`config.mk`:
```
export PLATFORM = sky130hd
export DESIGN_NAME = usb_control_request_responder_flat
export DESIGN_NICKNAME = d
export VERILOG_FILES = /design/src/rtl/ucrr_pkg.sv /design/src/rtl/ucrr_req_if.sv /design/src/rtl/ucrr_rsp_if.sv /design/src/rtl/ucrr_in_stage.sv /design/src/rtl/ucrr_engine.sv /design/src/rtl/usb_control_request_responder.sv /design/src/flat_wrapper.sv
export VERILOG_INCLUDE_DIRS = /design/src /design/src/rtl
export SDC_FILE = /design/constraint.sdc
export NUM_CORES = 1
export LEC_CHECK = 0
export CORE_MARGIN = 4
export CORE_UTILIZATION = 50
export CTS_BUF_LIST = sky130_fd_sc_hd__clkbuf_2
export CTS_CLUSTER_SIZE = 16
export DETAILED_ROUTE_END_ITERATION = 12
export DONT_BUFFER_PORTS = 1
export GPL_TIMING_DRIVEN = 0
export HOLD_SLACK_MARGIN = 0.05
export PLACE_DENSITY = 0.62
export SYNTH_ARGS = -nofsm -noshare
export SYNTH_HDL_FRONTEND = slang
export SYNTH_SLANG_ARGS = --single-unit
```
`constraint.sdc`:
```
create_clock -name i_clk -period 5.36 [get_ports i_clk]
set_input_delay 0.804 -clock i_clk [delete_from_list [all_inputs] [get_ports i_clk]]
set_output_delay 0.804 -clock i_clk [all_outputs]
set_load 0.1 [all_outputs]
```
`src/rtl/usb_control_request_responder_assert.svh`:
```
// Assertion macros used by the endpoint-0 request responder engine.
`ifndef USB_CONTROL_REQUEST_RESPONDER_ASSERT_SVH
`define USB_CONTROL_REQUEST_RESPONDER_ASSERT_SVH

// Check that a condition holds in the same cycle as its trigger.
`define UCRR_ASSERT_NOW(label, trig, cond, msg) \
    label: assert property (@(posedge i_clk) disable iff (!i_rst_n) (trig) |-> (cond)) \
        else $error(msg);

// Check that a condition holds in the cycle after its trigger.
`define UCRR_ASSERT_NEXT(label, trig, cond, msg) \
    label: assert property (@(posedge i_clk) disable iff (!i_rst_n) (trig) |=> (cond)) \
        else $error(msg);

`endif

```
`src/rtl/ucrr_pkg.sv`:
```
// Types, codes and source lengths for the endpoint-0 request responder.
`default_nettype none
package ucrr_pkg;

    // Request type field of bmRequestType.
    localparam logic [7:0] TYPE_MASK     = 8'h60;
    localparam logic [7:0] TYPE_STANDARD = 8'h00;
    localparam logic [7:0] TYPE_VENDOR   = 8'h40;

    // Request codes.
    localparam logic [7:0] REQ_GET_STATUS        = 8'd0;
    localparam logic [7:0] REQ_CLEAR_FEATURE     = 8'd1;
    localparam logic [7:0] REQ_SET_FEATURE       = 8'd3;
    localparam logic [7:0] REQ_SET_ADDRESS       = 8'd5;
    localparam logic [7:0] REQ_GET_DESCRIPTOR    = 8'd6;
    localparam logic [7:0] REQ_GET_CONFIGURATION = 8'd8;
    localparam logic [7:0] REQ_SET_CONFIGURATION = 8'd9;
    localparam logic [7:0] REQ_GET_INTERFACE     = 8'd10;
    localparam logic [7:0] REQ_SET_INTERFACE     = 8'd11;
    localparam logic [7:0] REQ_VENDOR_FEATURE    = 8'hAA;

    // Descriptor types and special indexes.
    localparam logic [7:0]  DT_DEVICE     = 8'd1;
    localparam logic [7:0]  DT_CONFIG     = 8'd2;
    localparam logic [7:0]  DT_STRING     = 8'd3;
    localparam logic [7:0]  DT_BOS        = 8'd15;
    localparam logic [7:0]  STR_LAST      = 8'd3;
    localparam logic [7:0]  STR_OS        = 8'hEE;
    localparam logic [15:0] VIDX_COMPAT   = 16'd4;
    localparam logic [15:0] VIDX_PROPS    = 16'd5;

    // Opcode of an input request.
    localparam logic OP_SETUP     = 1'b0;
    localparam logic OP_BUS_EVENT = 1'b1;

    // Data sources.
    localparam logic [3:0] SRC_DEVICE  = 4'd0;
    localparam logic [3:0] SRC_CONFIG  = 4'd1;
    localparam logic [3:0] SRC_BOS     = 4'd2;
    localparam logic [3:0] SRC_LANG    = 4'd3;
    localparam logic [3:0] SRC_STR1    = 4'd4;
    localparam logic [3:0] SRC_STR2    = 4'd5;
    localparam logic [3:0] SRC_STR3    = 4'd6;
    localparam logic [3:0] SRC_OS_STR  = 4'd7;
    localparam logic [3:0] SRC_COMPAT  = 4'd8;
    localparam logic [3:0] SRC_PROPS   = 4'd9;
    localparam logic [3:0] SRC_CFG     = 4'd10;
    localparam logic [3:0] SRC_STATUS  = 4'd11;
    localparam logic [3:0] SRC_IFACE   = 4'd12;
    localparam logic [3:0] SRC_NONE    = 4'd13;

    // Longest source in bytes.
    localparam logic [7:0] MAX_SEND_LEN = 8'd142;

    typedef enum logic [1:0] {
        ACT_SEND       = 2'd0,
        ACT_STATUS_IN  = 2'd1,
        ACT_STATUS_OUT = 2'd2,
        ACT_STALL      = 2'd3
    } t_action;

    typedef struct packed {
        logic        opcode;
        logic [7:0]  request_type;
        logic [7:0]  request_code;
        logic [15:0] value_word;
        logic [15:0] index_word;
        logic [15:0] length_word;
    } t_req;

    typedef struct packed {
        t_action     action;
        logic        stall_toward_host;
        logic [3:0]  data_source;
        logic [7:0]  send_length;
        logic        configured_now;
    } t_rsp;

    // Full length of each data source.
    function automatic logic [7:0] src_len(input logic [3:0] src);
        logic [7:0] len;
        case (src)
            SRC_DEVICE: len = 8'd18;
            SRC_CONFIG: len = 8'd32;
            SRC_BOS:    len = 8'd22;
            SRC_LANG:   len = 8'd4;
            SRC_STR1:   len = 8'd20;
            SRC_STR2:   len = 8'd28;
            SRC_STR3:   len = 8'd10;
            SRC_OS_STR: len = 8'd18;
            SRC_COMPAT: len = 8'd40;
            SRC_PROPS:  len = MAX_SEND_LEN;
            SRC_CFG:    len = 8'd1;
            SRC_STATUS: len = 8'd2;
            SRC_IFACE:  len = 8'd1;
            default:    len = 8'd0;
        endcase
        return len;
    endfunction

    // Bytes to send: the smaller of the source length and wLength.
    function automatic logic [7:0] xfer_len(input logic [3:0] src, input logic [15:0] wlen);
        logic [7:0] full;
        full = src_len(src);
        return (wlen < {8'd0, full}) ? wlen[7:0] : full;
    endfunction

endpackage
`default_nettype wire

```
`src/rtl/ucrr_req_if.sv`:
```
// Setup request channel: valid, ready and the request fields.
`default_nettype none
interface ucrr_req_if import ucrr_pkg::*; ();
    logic valid;
    logic ready;
    t_req data;

    modport source (output valid, output data, input ready);
    modport sink (input valid, input data, output ready);
endinterface
`default_nettype wire

```
`src/rtl/ucrr_rsp_if.sv`:
```
// Response channel: valid, ready and the response fields.
`default_nettype none
interface ucrr_rsp_if import ucrr_pkg::*; ();
    logic valid;
    logic ready;
    t_rsp data;

    modport source (output valid, output data, input ready);
    modport sink (input valid, input data, output ready);
endinterface
`default_nettype wire

```
`src/rtl/ucrr_in_stage.sv`:
```
// Input register that holds one setup request or bus event.
`default_nettype none
module ucrr_in_stage import ucrr_pkg::*; (
    input  wire         i_clk,
    input  wire         i_rst_n,
    ucrr_req_if.sink    i_req,
    ucrr_req_if.source  o_req
);

    logic r_valid;
    logic n_valid;
    t_req r_data;

    // The register takes a new request whenever it is empty or is being drained.
    assign i_req.ready = !r_valid || o_req.ready;

    always_comb begin
        n_valid = r_valid;
        if (i_req.ready) begin
            n_valid = i_req.valid;
        end
    end

    always_ff @(posedge i_clk) begin
        if (!i_rst_n) begin
            r_valid <= 1'b0;
        end else begin
            r_valid <= n_valid;
        end
    end

    // Payload needs no reset.
    always_ff @(posedge i_clk) begin
        if (i_req.valid && i_req.ready) begin
            r_data <= i_req.data;
        end
    end

    assign o_req.valid = r_valid;
    assign o_req.data  = r_data;

endmodule
`default_nettype wire

```
`src/rtl/ucrr_engine.sv`:
```
// Request decode, configured flag and response register.
`default_nettype none
module ucrr_engine import ucrr_pkg::*; (
    input  wire         i_clk,
    input  wire         i_rst_n,
    ucrr_req_if.sink    i_req,
    ucrr_rsp_if.source  o_rsp
);

    `include "usb_control_request_responder_assert.svh"

    logic       r_cfg;
    logic       n_cfg;
    logic       r_valid;
    logic       n_valid;
    t_rsp       r_rsp;
    t_rsp       n_rsp;
    logic       take;
    logic [7:0] kind;
    logic [7:0] dtype;
    logic [7:0] dindex;
    logic       dir;
    logic       is_send;
    logic [3:0] src;
    t_action    act;

    // The response register frees up when empty or when its response is taken.
    assign i_req.ready = !r_valid || o_rsp.ready;
    assign take        = i_req.valid && i_req.ready;

    assign kind   = i_req.data.request_type & TYPE_MASK;
    assign dtype  = i_req.data.value_word[15:8];
    assign dindex = i_req.data.value_word[7:0];
    assign dir    = i_req.data.request_type[7];

    // Decode the setup request into one action.
    always_comb begin
        is_send = 1'b0;
        src     = SRC_NONE;
        act     = ACT_STALL;
        n_cfg   = r_cfg;
        if (kind == TYPE_STANDARD && i_req.data.request_code == REQ_GET_DESCRIPTOR) begin
            is_send = 1'b1;
            if (dtype == DT_DEVICE) begin
                src = SRC_DEVICE;
            end else if (dtype == DT_CONFIG) begin
                src = SRC_CONFIG;
            end else if (dtype == DT_BOS) begin
                src = SRC_BOS;
            end else if (dtype == DT_STRING && dindex <= STR_LAST) begin
                src = SRC_LANG + dindex[3:0];
            end else if (dtype == DT_STRING && dindex == STR_OS) begin
                src = SRC_OS_STR;
            end else begin
                is_send = 1'b0;
            end
        end else if (kind == TYPE_VENDOR && i_req.data.request_code == REQ_VENDOR_FEATURE) begin
            is_send = 1'b1;
            if (i_req.data.index_word == VIDX_COMPAT) begin
                src = SRC_COMPAT;
            end else if (i_req.data.index_word == VIDX_PROPS) begin
                src = SRC_PROPS;
            end else begin
                is_send = 1'b0;
            end
        end else if (kind == TYPE_STANDARD
                     && i_req.data.request_code == REQ_SET_CONFIGURATION) begin
            act   = ACT_STATUS_IN;
            n_cfg = (i_req.data.value_word != 16'd0);
        end else if (kind == TYPE_STANDARD
                     && i_req.data.request_code == REQ_GET_CONFIGURATION) begin
            is_send = 1'b1;
            src     = SRC_CFG;
        end else if (kind == TYPE_STANDARD && i_req.data.request_code == REQ_GET_STATUS) begin
            is_send = 1'b1;
            src     = SRC_STATUS;
        end else if (kind == TYPE_STANDARD && (i_req.data.request_code inside
                     {REQ_SET_ADDRESS, REQ_CLEAR_FEATURE, REQ_SET_FEATURE,
                      REQ_SET_INTERFACE})) begin
            act = ACT_STATUS_IN;
        end else if (kind == TYPE_STANDARD
                     && i_req.data.request_code == REQ_GET_INTERFACE) begin
            is_send = 1'b1;
            src     = SRC_IFACE;
        end else if (!dir) begin
            act = ACT_STATUS_OUT;
        end
        if (is_send) begin
            act = ACT_SEND;
        end
        // A bus event clears the flag and makes no response.
        if (i_req.data.opcode == OP_BUS_EVENT) begin
            n_cfg = 1'b0;
        end
    end

    // Assemble the response fields.
    always_comb begin
        n_rsp.action            = act;
        n_rsp.stall_toward_host = (act == ACT_STALL) ? dir : 1'b0;
        n_rsp.data_source       = is_send ? src : SRC_NONE;
        n_rsp.send_length       = is_send ? xfer_len(src, i_req.data.length_word) : 8'd0;
        n_rsp.configured_now    = n_cfg;
    end

    // Response valid follows each accepted setup request.
    always_comb begin
        n_valid = r_valid;
        if (i_req.ready) begin
            n_valid = take && (i_req.data.opcode == OP_SETUP);
        end
    end

    always_ff @(posedge i_clk) begin
        if (!i_rst_n) begin
            r_valid <= 1'b0;
            r_cfg   <= 1'b0;
        end else begin
            r_valid <= n_valid;
            if (take) begin
                r_cfg <= n_cfg;
            end
        end
    end

    always_ff @(posedge i_clk) begin
        if (take) begin
            r_rsp <= n_rsp;
        end
    end

    assign o_rsp.valid = r_valid;
    assign o_rsp.data  = r_rsp;

    // A bus event leaves no response and an unconfigured device behind.
    `UCRR_ASSERT_NEXT(a_event_clears, take && i_req.data.opcode == OP_BUS_EVENT,
        !r_valid && !r_cfg, "bus event left a response or the configured flag")
    // A nonzero SET_CONFIGURATION sets the flag and answers with status IN.
    `UCRR_ASSERT_NEXT(a_set_config, take && i_req.data.opcode == OP_SETUP
        && kind == TYPE_STANDARD && i_req.data.request_code == REQ_SET_CONFIGURATION
        && i_req.data.value_word != 16'd0,
        r_cfg && r_valid && r_rsp.action == ACT_STATUS_IN && r_rsp.configured_now,
        "SET_CONFIGURATION did not configure the device")
    // A data send always names a real source and a bounded length.
    `UCRR_ASSERT_NOW(a_send_fields, r_valid && r_rsp.action == ACT_SEND,
        r_rsp.data_source != SRC_NONE && r_rsp.send_length <= MAX_SEND_LEN,
        "data send with no source or an oversized length")
    // Fields that only a send carries stay neutral on other actions.
    `UCRR_ASSERT_NOW(a_plain_fields, r_valid && r_rsp.action != ACT_SEND,
        r_rsp.data_source == SRC_NONE && r_rsp.send_length == 8'd0,
        "non-send response carries a source or length")

endmodule
`default_nettype wire

```
`src/rtl/usb_control_request_responder.sv`:
```
// Top level of the endpoint-0 standard request responder.
//
//   Channel  Dir  Carries                                       Handshake
//   i_req    in   opcode, bmRequestType, bRequest, wValue,      valid/ready
//                 wIndex, wLength
//   o_rsp    out  action, stall direction, source, length,      valid/ready
//                 configured flag
//
// A request is registered, decoded by the engine and its response registered
// in the response register before it is offered. While responses are taken,
// one request per cycle is accepted; the decode depth is set by the chain of
// bRequest and descriptor compares. Reset clears the configured flag and both
// valid bits. A stalled response holds the engine, and the input register
// still takes one more request while it waits. Bus events make no response.
`default_nettype none
module usb_control_request_responder import ucrr_pkg::*; (
    input  wire         i_clk,
    input  wire         i_rst_n,
    ucrr_req_if.sink    i_req,
    ucrr_rsp_if.source  o_rsp
);

    ucrr_req_if u_mid_req ();

    // Input register.
    ucrr_in_stage u_in_stage (
        .i_clk   (i_clk),
        .i_rst_n (i_rst_n),
        .i_req   (i_req),
        .o_req   (u_mid_req.source)
    );

    // Decode and response register.
    ucrr_engine u_engine (
        .i_clk   (i_clk),
        .i_rst_n (i_rst_n),
        .i_req   (u_mid_req.sink),
        .o_rsp   (o_rsp)
    );

endmodule
`default_nettype wire
```
`src/flat_wrapper.sv`:
```
// flat-port wrapper written by rule: the top's interface ports become plain ports
module usb_control_request_responder_flat import ucrr_pkg::*;
  (i_clk, i_rst_n, i_req_valid, i_req_data, i_req_ready, o_rsp_valid, o_rsp_data, o_rsp_ready);
  ucrr_req_if i_req_i ();
  ucrr_rsp_if o_rsp_i ();
  input  wire i_clk;
  input  wire i_rst_n;
  input wire logic [$bits(i_req_i.valid)-1:0] i_req_valid;
  input wire logic [$bits(i_req_i.data)-1:0] i_req_data;
  output wire logic [$bits(i_req_i.ready)-1:0] i_req_ready;
  output wire logic [$bits(o_rsp_i.valid)-1:0] o_rsp_valid;
  output wire logic [$bits(o_rsp_i.data)-1:0] o_rsp_data;
  input wire logic [$bits(o_rsp_i.ready)-1:0] o_rsp_ready;
  assign i_req_i.valid = i_req_valid;
  assign i_req_i.data = i_req_data;
  assign i_req_ready = i_req_i.ready;
  assign o_rsp_valid = o_rsp_i.valid;
  assign o_rsp_data = o_rsp_i.data;
  assign o_rsp_i.ready = o_rsp_ready;
  usb_control_request_responder u_core (.i_clk(i_clk), .i_rst_n(i_rst_n), .i_req(i_req_i), .o_rsp(o_rsp_i));
endmodule
```
==> results.md, run 1 <==
- Worst vdd ir: roughly 200 µV
- WL per Instance: 16.9 µm
- PortBufs: 0
- Storage element area: 2340 µm²
- Status: finished, final reports clean
- Drt drc: 0
- Synth Flop Type: edfxtp_1
- Hold-fix buffers, CTS: 0
- Lkg Pwr: about 1.2 nW
- Worst-path cell chain: or3_1 > buf_6 > nor4_2 > o21ai_0 > o21bai_1 > inv_1 > ha_1 > mux2_2 > nand2_1 > ha_1 > a211o_1 > a2111oi_0 > nand2_1 > nor3_1 > o211a_1 > nor4_1 > a31o_2
- Crit-path leading delay family: compound AO/OA/AOI/OAI gates
- # Post-CTS Setup Buffers: 0
- DRT Pass-1 Iters: 4
- Nets: roughly 330
- Diodes inserted: 0
- CTS sink cnt: 79
- Die X: 91.8 µm
- Global-route wire length before repair: 9.72 mm
- Global route total overflow: 0
- Max-slew headroom: 0.260
- Crit. End Element: flip-flop
- Total GRT Usage: 0.151
- Total number of H-tree levels: 3
- Hold Vio Cnt, Final: 0
- Setup violators final: 0
- Vias in the first global route: 1956
- Tmin final: 4.92 ns
- CP max FO: 8
- Grt met3 use: 0.0730
- Worst path bufs/invs: 2
- Arrival time worst endpoint: 5.23 ns
- Synth warnings: 0
- Share of cells above drive strength 1: 0.180
- Vias: 1983
- Most used routing layer: met2
- Largest net degree at the start of global routing: 45
- Worst Path Class, Setup: reg2reg
- Worst path slowest cell: edfxtp_1
- Number of synthesized flops with an enable pin: 76
- Achievable Freq: 0.203 GHz
- Average vias per placed instance: 5.63
- CTS buffer count: 9
- Clk_skew: 0.0292 ns
- Slew @ Worst Pin: between 1 and 1.5 ns
- Avg Inst Size Synth: 14.7 µm²
- Clock buffer depth: 2
- Routed Antenna Nets: 0
- DRT Wirelength: 5.96 mm
- Met1 Track Usage GR: 0.201
- Clk Latency, worst-skew pair: roughly 0.52 ns
- DP Wirelength: between 4 and 5 mm
- Sequential area share after synthesis: 0.666
- Cell area after synthesis: 3510 µm²
- Initial DRC count: 93
- Die ar.: approximately 8400 µm²
- Die H: between 90 and 100 µm
- Post-Syn Instances: approximately 240
- Hold WC Path Type: in2reg
- Io pins: 87
- Multi-input gate area: 1110 µm²
- Cell Rows: 30
- CTS Root Cell: clkbuf_2
- Startpoint Class: flip-flop
- Fillcell total: 559
- Initial core utilization: 0.517
- Core region area: 6790 µm²
- Post-synthesis register bit count: between 70 and 80
- Synth unique cells: 57
- Max stage delay on crit path: 0.43 ns
- FFs w/ async S/R, synth: 0
- Area growth syn-to-layout: 7.76%
- Data required, critical path: 5.67 ns
- CTS tree: built
- Period utilization: 0.917
- CTS clk-pin slew, worst paths: ~0.24 ns
- M2 GR Usage: 0.215
- Sum Neg Setup Slack: 0 ns
- Number of max-cap violations: 0
- RSZ-0062 raised after global routing: no
- Net Count, Synth: 322
- # resized after CTS: 0
- Power density cells: 302 nW/µm²
- Initial antenna violation count: 1
- Final Max Slew Viols: 0
- Gpl congestion: 0.834
- Pwr Total: about 1.1 mW
-- layout make-up --
cell class / instances / area share
sequential: 79 / 0.618
multi-input combinational: 148 / 0.294
tap: 96 / 0.0317
clock inverter: 7 / 0.0228
clock buffer: 9 / 0.0119
inverter: 10 / 0.00991
buffer: 2 / 0.00595
timing repair buffer: 1 / 0.00529
-- path summary, 6_finish.rpt --
| kind | slack [ns] | end | cells after the start | startpoint |
|---|---|---|---|---|
| hold reg to reg | 0.51 | u_core.u_engine.o_rsp.valid | 2 | u_core.u_in_stage.o_req.valid |
| setup reg to reg | 0.44 | u_core.u_engine.o_rsp.data[8] | 17 | u_core.u_in_stage.o_req.data[62] |
| setup / recovery | 0.44 | u_core.u_engine.o_rsp.data[8] | 17 | u_core.u_in_stage.o_req.data[62] |
| hold / removal | 0.36 | u_core.u_in_stage.o_req.data[3] | 0 | i_req_data[3] |
-- placed cells by master (no fill, tap or decap), types with 2 or more instances in the layout --
cell type and instances:
a211o_1 2, a211oi_1 2, a21boi_0 5, a21oi_1 8
and2_1 2, buf_6 2, clkbuf_2 9, dfxtp_1 3
edfxtp_1 76, ha_1 14, inv_1 9, inv_6 2
inv_8 2, mux2i_1 3, nand2_1 7, nand2b_1 5
nand3_1 6, nand3b_1 2, nand4_1 4, nor2_1 10
nor3_1 7, nor4_1 8, o211ai_1 3, o21a_1 5
o21ai_0 9, o21bai_1 2, or2_2 5, or3_1 2
or4_1 4, or4_4 3
-- synth_stat cells, types with 2 or more instances --
cell type,n,share of area
a21boi_0,5,0.011
and2_1,3,0.0053
buf_6,2,0.0064
nand2b_1,5,0.0089
o211ai_1,3,0.0064
mux2i_1,3,0.0085
ha_1,14,0.050
or2_2,5,0.0089
nand3_1,6,0.0085
nor3_1,7,0.010
o21ai_0,9,0.013
a21oi_1,8,0.011
nand2_1,7,0.0075
or4_4,3,0.0096
nand3b_1,2,0.0043
edfxtp_1,76,0.65
or3_1,2,0.0036
or4_1,4,0.0085
a211o_1,2,0.0050
o21bai_1,2,0.0043
nor4_1,8,0.014
nor2_1,10,0.011
dfxtp_1,3,0.017
inv_1,9,0.0096
a211oi_1,2,0.0043
o21a_1,5,0.011
nand4_1,4,0.0071
-- sequential cells by signal (all words and copies together), names as in the netlist --
name / cells
u_core.u_in_stage.o_req.data: 60
u_core.u_engine.o_rsp.data: 16
u_core.u_engine.o_rsp.valid: 1
u_core.u_engine.r_cfg: 1
u_core.u_in_stage.o_req.valid: 1
-- metal layers --
metal / vias to the layer above / share of wire
met5: - / 0.0022
met4: 2 / 0.012
met3: 9 / 0.072
met2: 63 / 0.44
met1: 938 / 0.47
li1: 971 / -
-- power breakdown --
group          switching (mW)  internal, mW  total (mW)
logic                  0.0250        0.0155      0.0404
clock network           0.225         0.119       0.344
registers              0.0488         0.712       0.761
-- through the flow --
stage / setup WS [ns] / std cells / utilization / hold WS (ns) / instance area (µm²)
floorplan: 1.04 / 239 / - / 0.464 / 3510
global placement: 0.472 / 335 / 0.535 / 0.481 / 3630
detailed placement: 0.479 / 336 / 0.538 / 0.493 / 3660
CTS: 0.442 / 352 / 0.557 / 0.312 / 3790
global route: 0.0313 / 352 / 0.557 / 0.263 / 3790
finish: 0.444 / 352 / 0.557 / 0.355 / 3790
-- cell families after synthesis --
group / synth area share
buffers and inverters: 0.0171
XOR/XNOR: 0.00249
AND/OR/NAND/NOR: 0.155
multiplexers: 0.0117
flip-flops: 0.666
adder cells (fa/ha/maj): 0.0498
AO/OA/AOI/OAI: 0.0979
No activity file was read; power rests on OpenSTA's default activity.
==> run 2: changes to the inputs <==
--- a/config.mk
+++ b/config.mk
@@ -15,6 +15,7 @@
 export GPL_TIMING_DRIVEN = 0
 export HOLD_SLACK_MARGIN = 0.05
 export PLACE_DENSITY = 0.62
+export REMOVE_ABC_BUFFERS = 1
 export SYNTH_ARGS = -nofsm -noshare
 export SYNTH_HDL_FRONTEND = slang
 export SYNTH_SLANG_ARGS = --single-unit
==> results.md, run 2 (synthesis gave the netlist of run 1 again) <==
- Status: finished, final reports clean
- Initial antenna violation count: 0
- Clk_skew: 0.0289 ns
- Data required, critical path: 5.68 ns
- Final Max Slew Viols: 0
- Initial DRC count: 104
- # Post-CTS Setup Buffers: 0
- Die ar.: 8430 µm²
- Final hold slack: 0.350 ns
- WL per Instance: 16.9 µm
- Average vias per placed instance: 5.67
- Pwr Total: 1.13 mW
- Vias in the first global route: 1935
- Number of max-cap violations: 0
- Setup slack after layout: 0.459 ns
- Vias: 1984
- RSZ-0062 raised after global routing: no
- DP Wirelength: 4.51 mm
- Share of cells above drive strength 1: 0.173
- Storage element area: 2340 µm²
- Die H: 91.8 µm
- Hold Vio Cnt, Final: 0
- Total GRT Usage: 0.151
- Period utilization: 0.914
- Most common cell after layout, fill and taps aside: edfxtp_1
- CTS tree: built
- Max stage delay on crit path: between 0.5 and 0.6 ns
- Multi-input gate area: 1110 µm²
- Fin cells: between 300 and 400
- Global-route wire length before repair: 9.61 mm
- Sum Neg Setup Slack: 0 ns
- DRT Wirelength: 5.93 mm
- Placed standard-cell area: 3640 µm²
- Tmin final: ~4.9 ns
- DRT Pass-1 Iters: 4
- Clock buffer depth: 2
- Cell Rows: 30
- Number of flip-flops in the largest register: 60
- Post-placement setup slack: 0.488 ns
- Worst Path Class, Setup: reg2reg
- Hold WC Path Type: in2reg
- Fillcell total: 541
- Worst-path cell chain: or3_1 > nor4_2 > o21ai_0 > o21bai_1 > inv_1 > ha_1 > mux2_2 > nand2_1 > ha_1 > a211o_1 > a2111oi_0 > nand2_1 > nor3_1 > o211a_1 > nor4_1 > a31o_2
- Design Area, Final: 3760 µm²
- Drt drc: 0
- Io pins: 87
- Total number of H-tree levels: 3
- CTS clk-pin slew, worst paths: 0.23 ns
- Power density cells: ~300 nW/µm²
- Slew @ Worst Pin: 1.10 ns
- Startpoint Class: flip-flop
- Nets: 332
- # resized after CTS: 0
- Largest net degree at the start of global routing: 40
- Dpl cells: 334
- CTS Root Cell: clkbuf_2
- Area growth syn-to-layout: 7.12%
- Hold-fix buffers, CTS: 0
- Diodes inserted: 0
- Setup violators final: 0
- PortBufs: 0
- Global route total overflow: 0
- Gpl congestion: 0.831
- Initial core utilization: 0.517
- Max-slew headroom: 0.268
- Fin util: 0.554
- Worst path slowest cell: or3_1
- CTS buffer count: 9
- CTS sink cnt: between 70 and 80
- Core region area: 6790 µm²
- Clk Latency, worst-skew pair: 0.52 ns
- Crit. End Element: flip-flop
- Worst vdd ir: ~180 µV
- Achievable Freq: between 0.2 and 0.25 GHz
- Arrival time worst endpoint: between 5 and 6 ns
- CP max FO: 8
- Routed Antenna Nets: 0
- Die X: 91.8 µm
- Most frequent cells in the layout: edfxtp_1, ha_1, nor2_1
- Lkg Pwr: 1.21 nW
run 2: cell types whose count changed in the layout (fill, tap and decap cells not counted), sizes merged:
cell / change
buf: -2
clkinvlp: +2
inv: -2
run 2: final timing paths:
| check | from | to | slack [ns] | cells after the start |
|---|---|---|---|---|
| min reg2reg | u_core.u_in_stage.o_req.valid | u_core.u_engine.o_rsp.valid | 0.50 | 2 |
| max | u_core.u_in_stage.o_req.data[62] | u_core.u_engine.o_rsp.data[8] | 0.46 | 16 |
| max reg2reg | u_core.u_in_stage.o_req.data[62] | u_core.u_engine.o_rsp.data[8] | 0.46 | 16 |
| min | i_req_data[0] | u_core.u_in_stage.o_req.data[0] | 0.35 | 0 |
run 2: power by group:
| part | internal, mW | leakage (nW) | total, mW | switching, mW |
|---|---|---|---|---|
| clock network | 0.111 | 0.0651 | 0.326 | 0.215 |
| logic | 0.0150 | 0.402 | 0.0403 | 0.0253 |
| registers | 0.713 | 0.743 | 0.761 | 0.0486 |
run 2: cell type report:
| cell class | count | share of cell area |
|---|---|---|
| well taps | 96 | 0.0319 |
| repair buffers | 1 | 0.00731 |
| inverters | 10 | 0.00997 |
| clock inverters | 7 | 0.0209 |
| clock buffers | 9 | 0.0120 |
| multi-input cells | 148 | 0.296 |
| flip-flops and latches | 79 | 0.622 |
run 2: routing by layer:
| metal | vias to the layer above | part of all wire | GRT usage |
|---|---|---|---|
| li1 | 977 | - | - |
| met1 | 912 | 0.45 | 0.193 |
| met2 | 83 | 0.46 | 0.226 |
| met3 | 12 | 0.075 | 0.0558 |
| met4 | 0 | 0.020 | 0.0780 |
| met5 | - | 0 | 0 |
run 2: worst max-delay path: cells and delay by family, from the launching register on:
family          cells  cell delay (ns)
mux                 1             0.27
fa+ha+maj           2             0.46
buf+inv             1             0.14
simple gates        6             1.62
flops               1             0.42
compound gates      6             1.81
==> run 3: changes to the inputs <==
--- a/config.mk
+++ b/config.mk
@@ -18,4 +18,5 @@
 export REMOVE_ABC_BUFFERS = 1
 export SYNTH_ARGS = -nofsm -noshare
 export SYNTH_HDL_FRONTEND = slang
+export SYNTH_HIERARCHICAL = 1
 export SYNTH_SLANG_ARGS = --single-unit
==> results.md, run 3 <==
- FF-to-FF path depth: 15
- Max-slew headroom: 0.357
- Core region area: between 6000 and 7000 µm²
- Clk Latency, worst-skew pair: 0.50 ns
- Nets: between 300 and 400
- DP Wirelength: 4.12 mm
- Slew @ Worst Pin: roughly 0.96 ns
- RSZ-0062 raised after global routing: no
- Final hold slack: 0.376 ns
- Total GRT Usage: 0.143
- Area growth syn-to-layout: 6.29%
- Power density cells: 315 nW/µm²
- WL per Instance: 16.7 µm
- Status: finished, final reports clean
- Avg Inst Size Synth: 14.4 µm²
- Most frequent cells in the layout: edfxtp_1, a21oi_1, ha_1
- Fin cells: between 300 and 400
- # Post-CTS Setup Buffers: 0
- Die X: 90.7 µm
- Drt drc: 0
- Fillcell total: 527
- Hold WC Path Type: in2reg
- CTS clk-pin slew, worst paths: 0.21 ns
- Hold Vio Cnt, Final: 0
- Die H: 90.7 µm
- Worst setup startpoint: u_core/u_in_stage/o_req.data[48]
- FF-to-FF End: u_core/u_engine/o_rsp.data[2]
- Global-route wire length before repair: 9.09 mm
- Data required, critical path: 5.62 ns
- Achievable Freq: 0.221 GHz
- Clk_skew: roughly 0.032 ns
- Total number of H-tree levels: 3
- Cell area after synthesis: 3420 µm²
- CTS tree: built
- CP max FO: 9
- Initial DRC count: 71
- PortBufs: 0
- Crit. End Element: flip-flop
- Die ar.: 8230 µm²
- Worst Path Class, Setup: reg2reg
- Reg2Reg Setup Slack: 0.84 ns
- Gpl congestion: 0.832
- Crit path to: u_core/u_engine/o_rsp.data[2]
- Arrival time worst endpoint: 4.77 ns
- Clock buffer depth: 2
- Initial core utilization: 0.527
- Setup violators final: 0
- CTS Root Cell: clkbuf_2
- CTS sink cnt: 79
- Synth warnings: 6
- Global route total overflow: 0
- Largest net degree at the start of global routing: 61
- Diodes inserted: 0
- Hold-fix buffers, CTS: 0
- Vias: 1877
- Share of cells above drive strength 1: 0.116
- CTS buffer count: 9
- Final Max Slew Viols: 0
- Number of flip-flops in the largest register: 60
- Initial antenna violation count: 0
- Pwr Total: 1.14 mW
- Hold Crit Depth: 0
- Lkg Pwr: 1.20 nW
- Io pins: 87
- Period utilization: 0.843
- Most common cell after layout, fill and taps aside: edfxtp_1
- RR Startpoint: u_core/u_in_stage/o_req.data[48]
- DRT Wirelength: 5.46 mm
- DRT Pass-1 Iters: 4
- Tmin final: 4.52 ns
- Cell Rows: 29
- Startpoint Class: flip-flop
- Routed Antenna Nets: 0
- Dpl cells: 310
- # resized after CTS: 0
- Vias in the first global route: 1913
- Worst vdd ir: 204 µV
- Post-Syn Instances: 237
- Average vias per placed instance: 5.76
- Number of max-cap violations: 0
- Sum Neg Setup Slack: 0 ns
- Multi-input gate area: 1020 µm²
- Storage element area: 2340 µm²
-- run 3: final cells by class --
| type | instances | share of cell area |
|---|---|---|
| clock inverter | 6 | 0.0234 |
| sequential | 79 | 0.644 |
| clock buffer | 10 | 0.0138 |
| tap | 77 | 0.0265 |
| inverter | 12 | 0.0124 |
| multi-input combinational | 142 | 0.280 |
-- run 3: per-stage QoR --
stage	setup WS, ns	area, µm²	util
floorplan	1.35	3400	-
global placement	0.903	3500	0.539
detailed placement	0.892	3500	0.539
CTS	0.828	3640	0.560
global route	0.427	3640	0.560
finish	0.843	3640	0.560
-- run 3: how the worst min path moves through the flow --
stage / to / slack (ns) / start
final: u_core/u_in_stage/o_req.data[61] / 0.38 / i_req_data[61]
after global placement: u_core/u_engine/r_cfg / 0.51 / u_core/u_engine/r_cfg
after CTS: u_core/u_in_stage/o_req.data[10] / 0.32 / i_req_data[10]
after floorplan: u_core/u_engine/r_cfg / 0.48 / u_core/u_engine/r_cfg
after detailed placement: u_core/u_engine/r_cfg / 0.52 / u_core/u_engine/r_cfg
after global routing: u_core/u_in_stage/o_req.data[15] / 0.28 / i_req_data[15]
-- run 3: report_power, final --
group	total, mW	leakage, nW	switching, mW	internal, mW
logic	0.0341	0.380	0.0224	0.0117
registers	0.762	0.743	0.0495	0.713
clock network	0.348	0.0795	0.193	0.155
total	1.14	1.20	0.265	0.879
-- run 3: worst max-delay path, cell delays in order, from the launching register on --
cell and delay (ns):
edfxtp_1 0.50, or4_1 0.66, or3_1 0.42, a21oi_1 0.13, o31ai_1 0.13, o41ai_1 0.15
inv_1 0.18, ha_1 0.23, mux2_2 0.27, nand2_1 0.10, ha_1 0.24, a211o_1 0.29
a21oi_1 0.36, and2_1 0.34, nor3_1 0.09, o21a_1 0.18
-- run 3: per-layer routing --
metal,part of all wire,routed length (µm),vias up,GRT usage
li1,-,-,946,-
met1,0.46,2510,860,0.181
met2,0.46,2490,64,0.218
met3,0.072,392,7,0.0633
met4,0.013,70,0,0.0497
met5,0,0,-,0
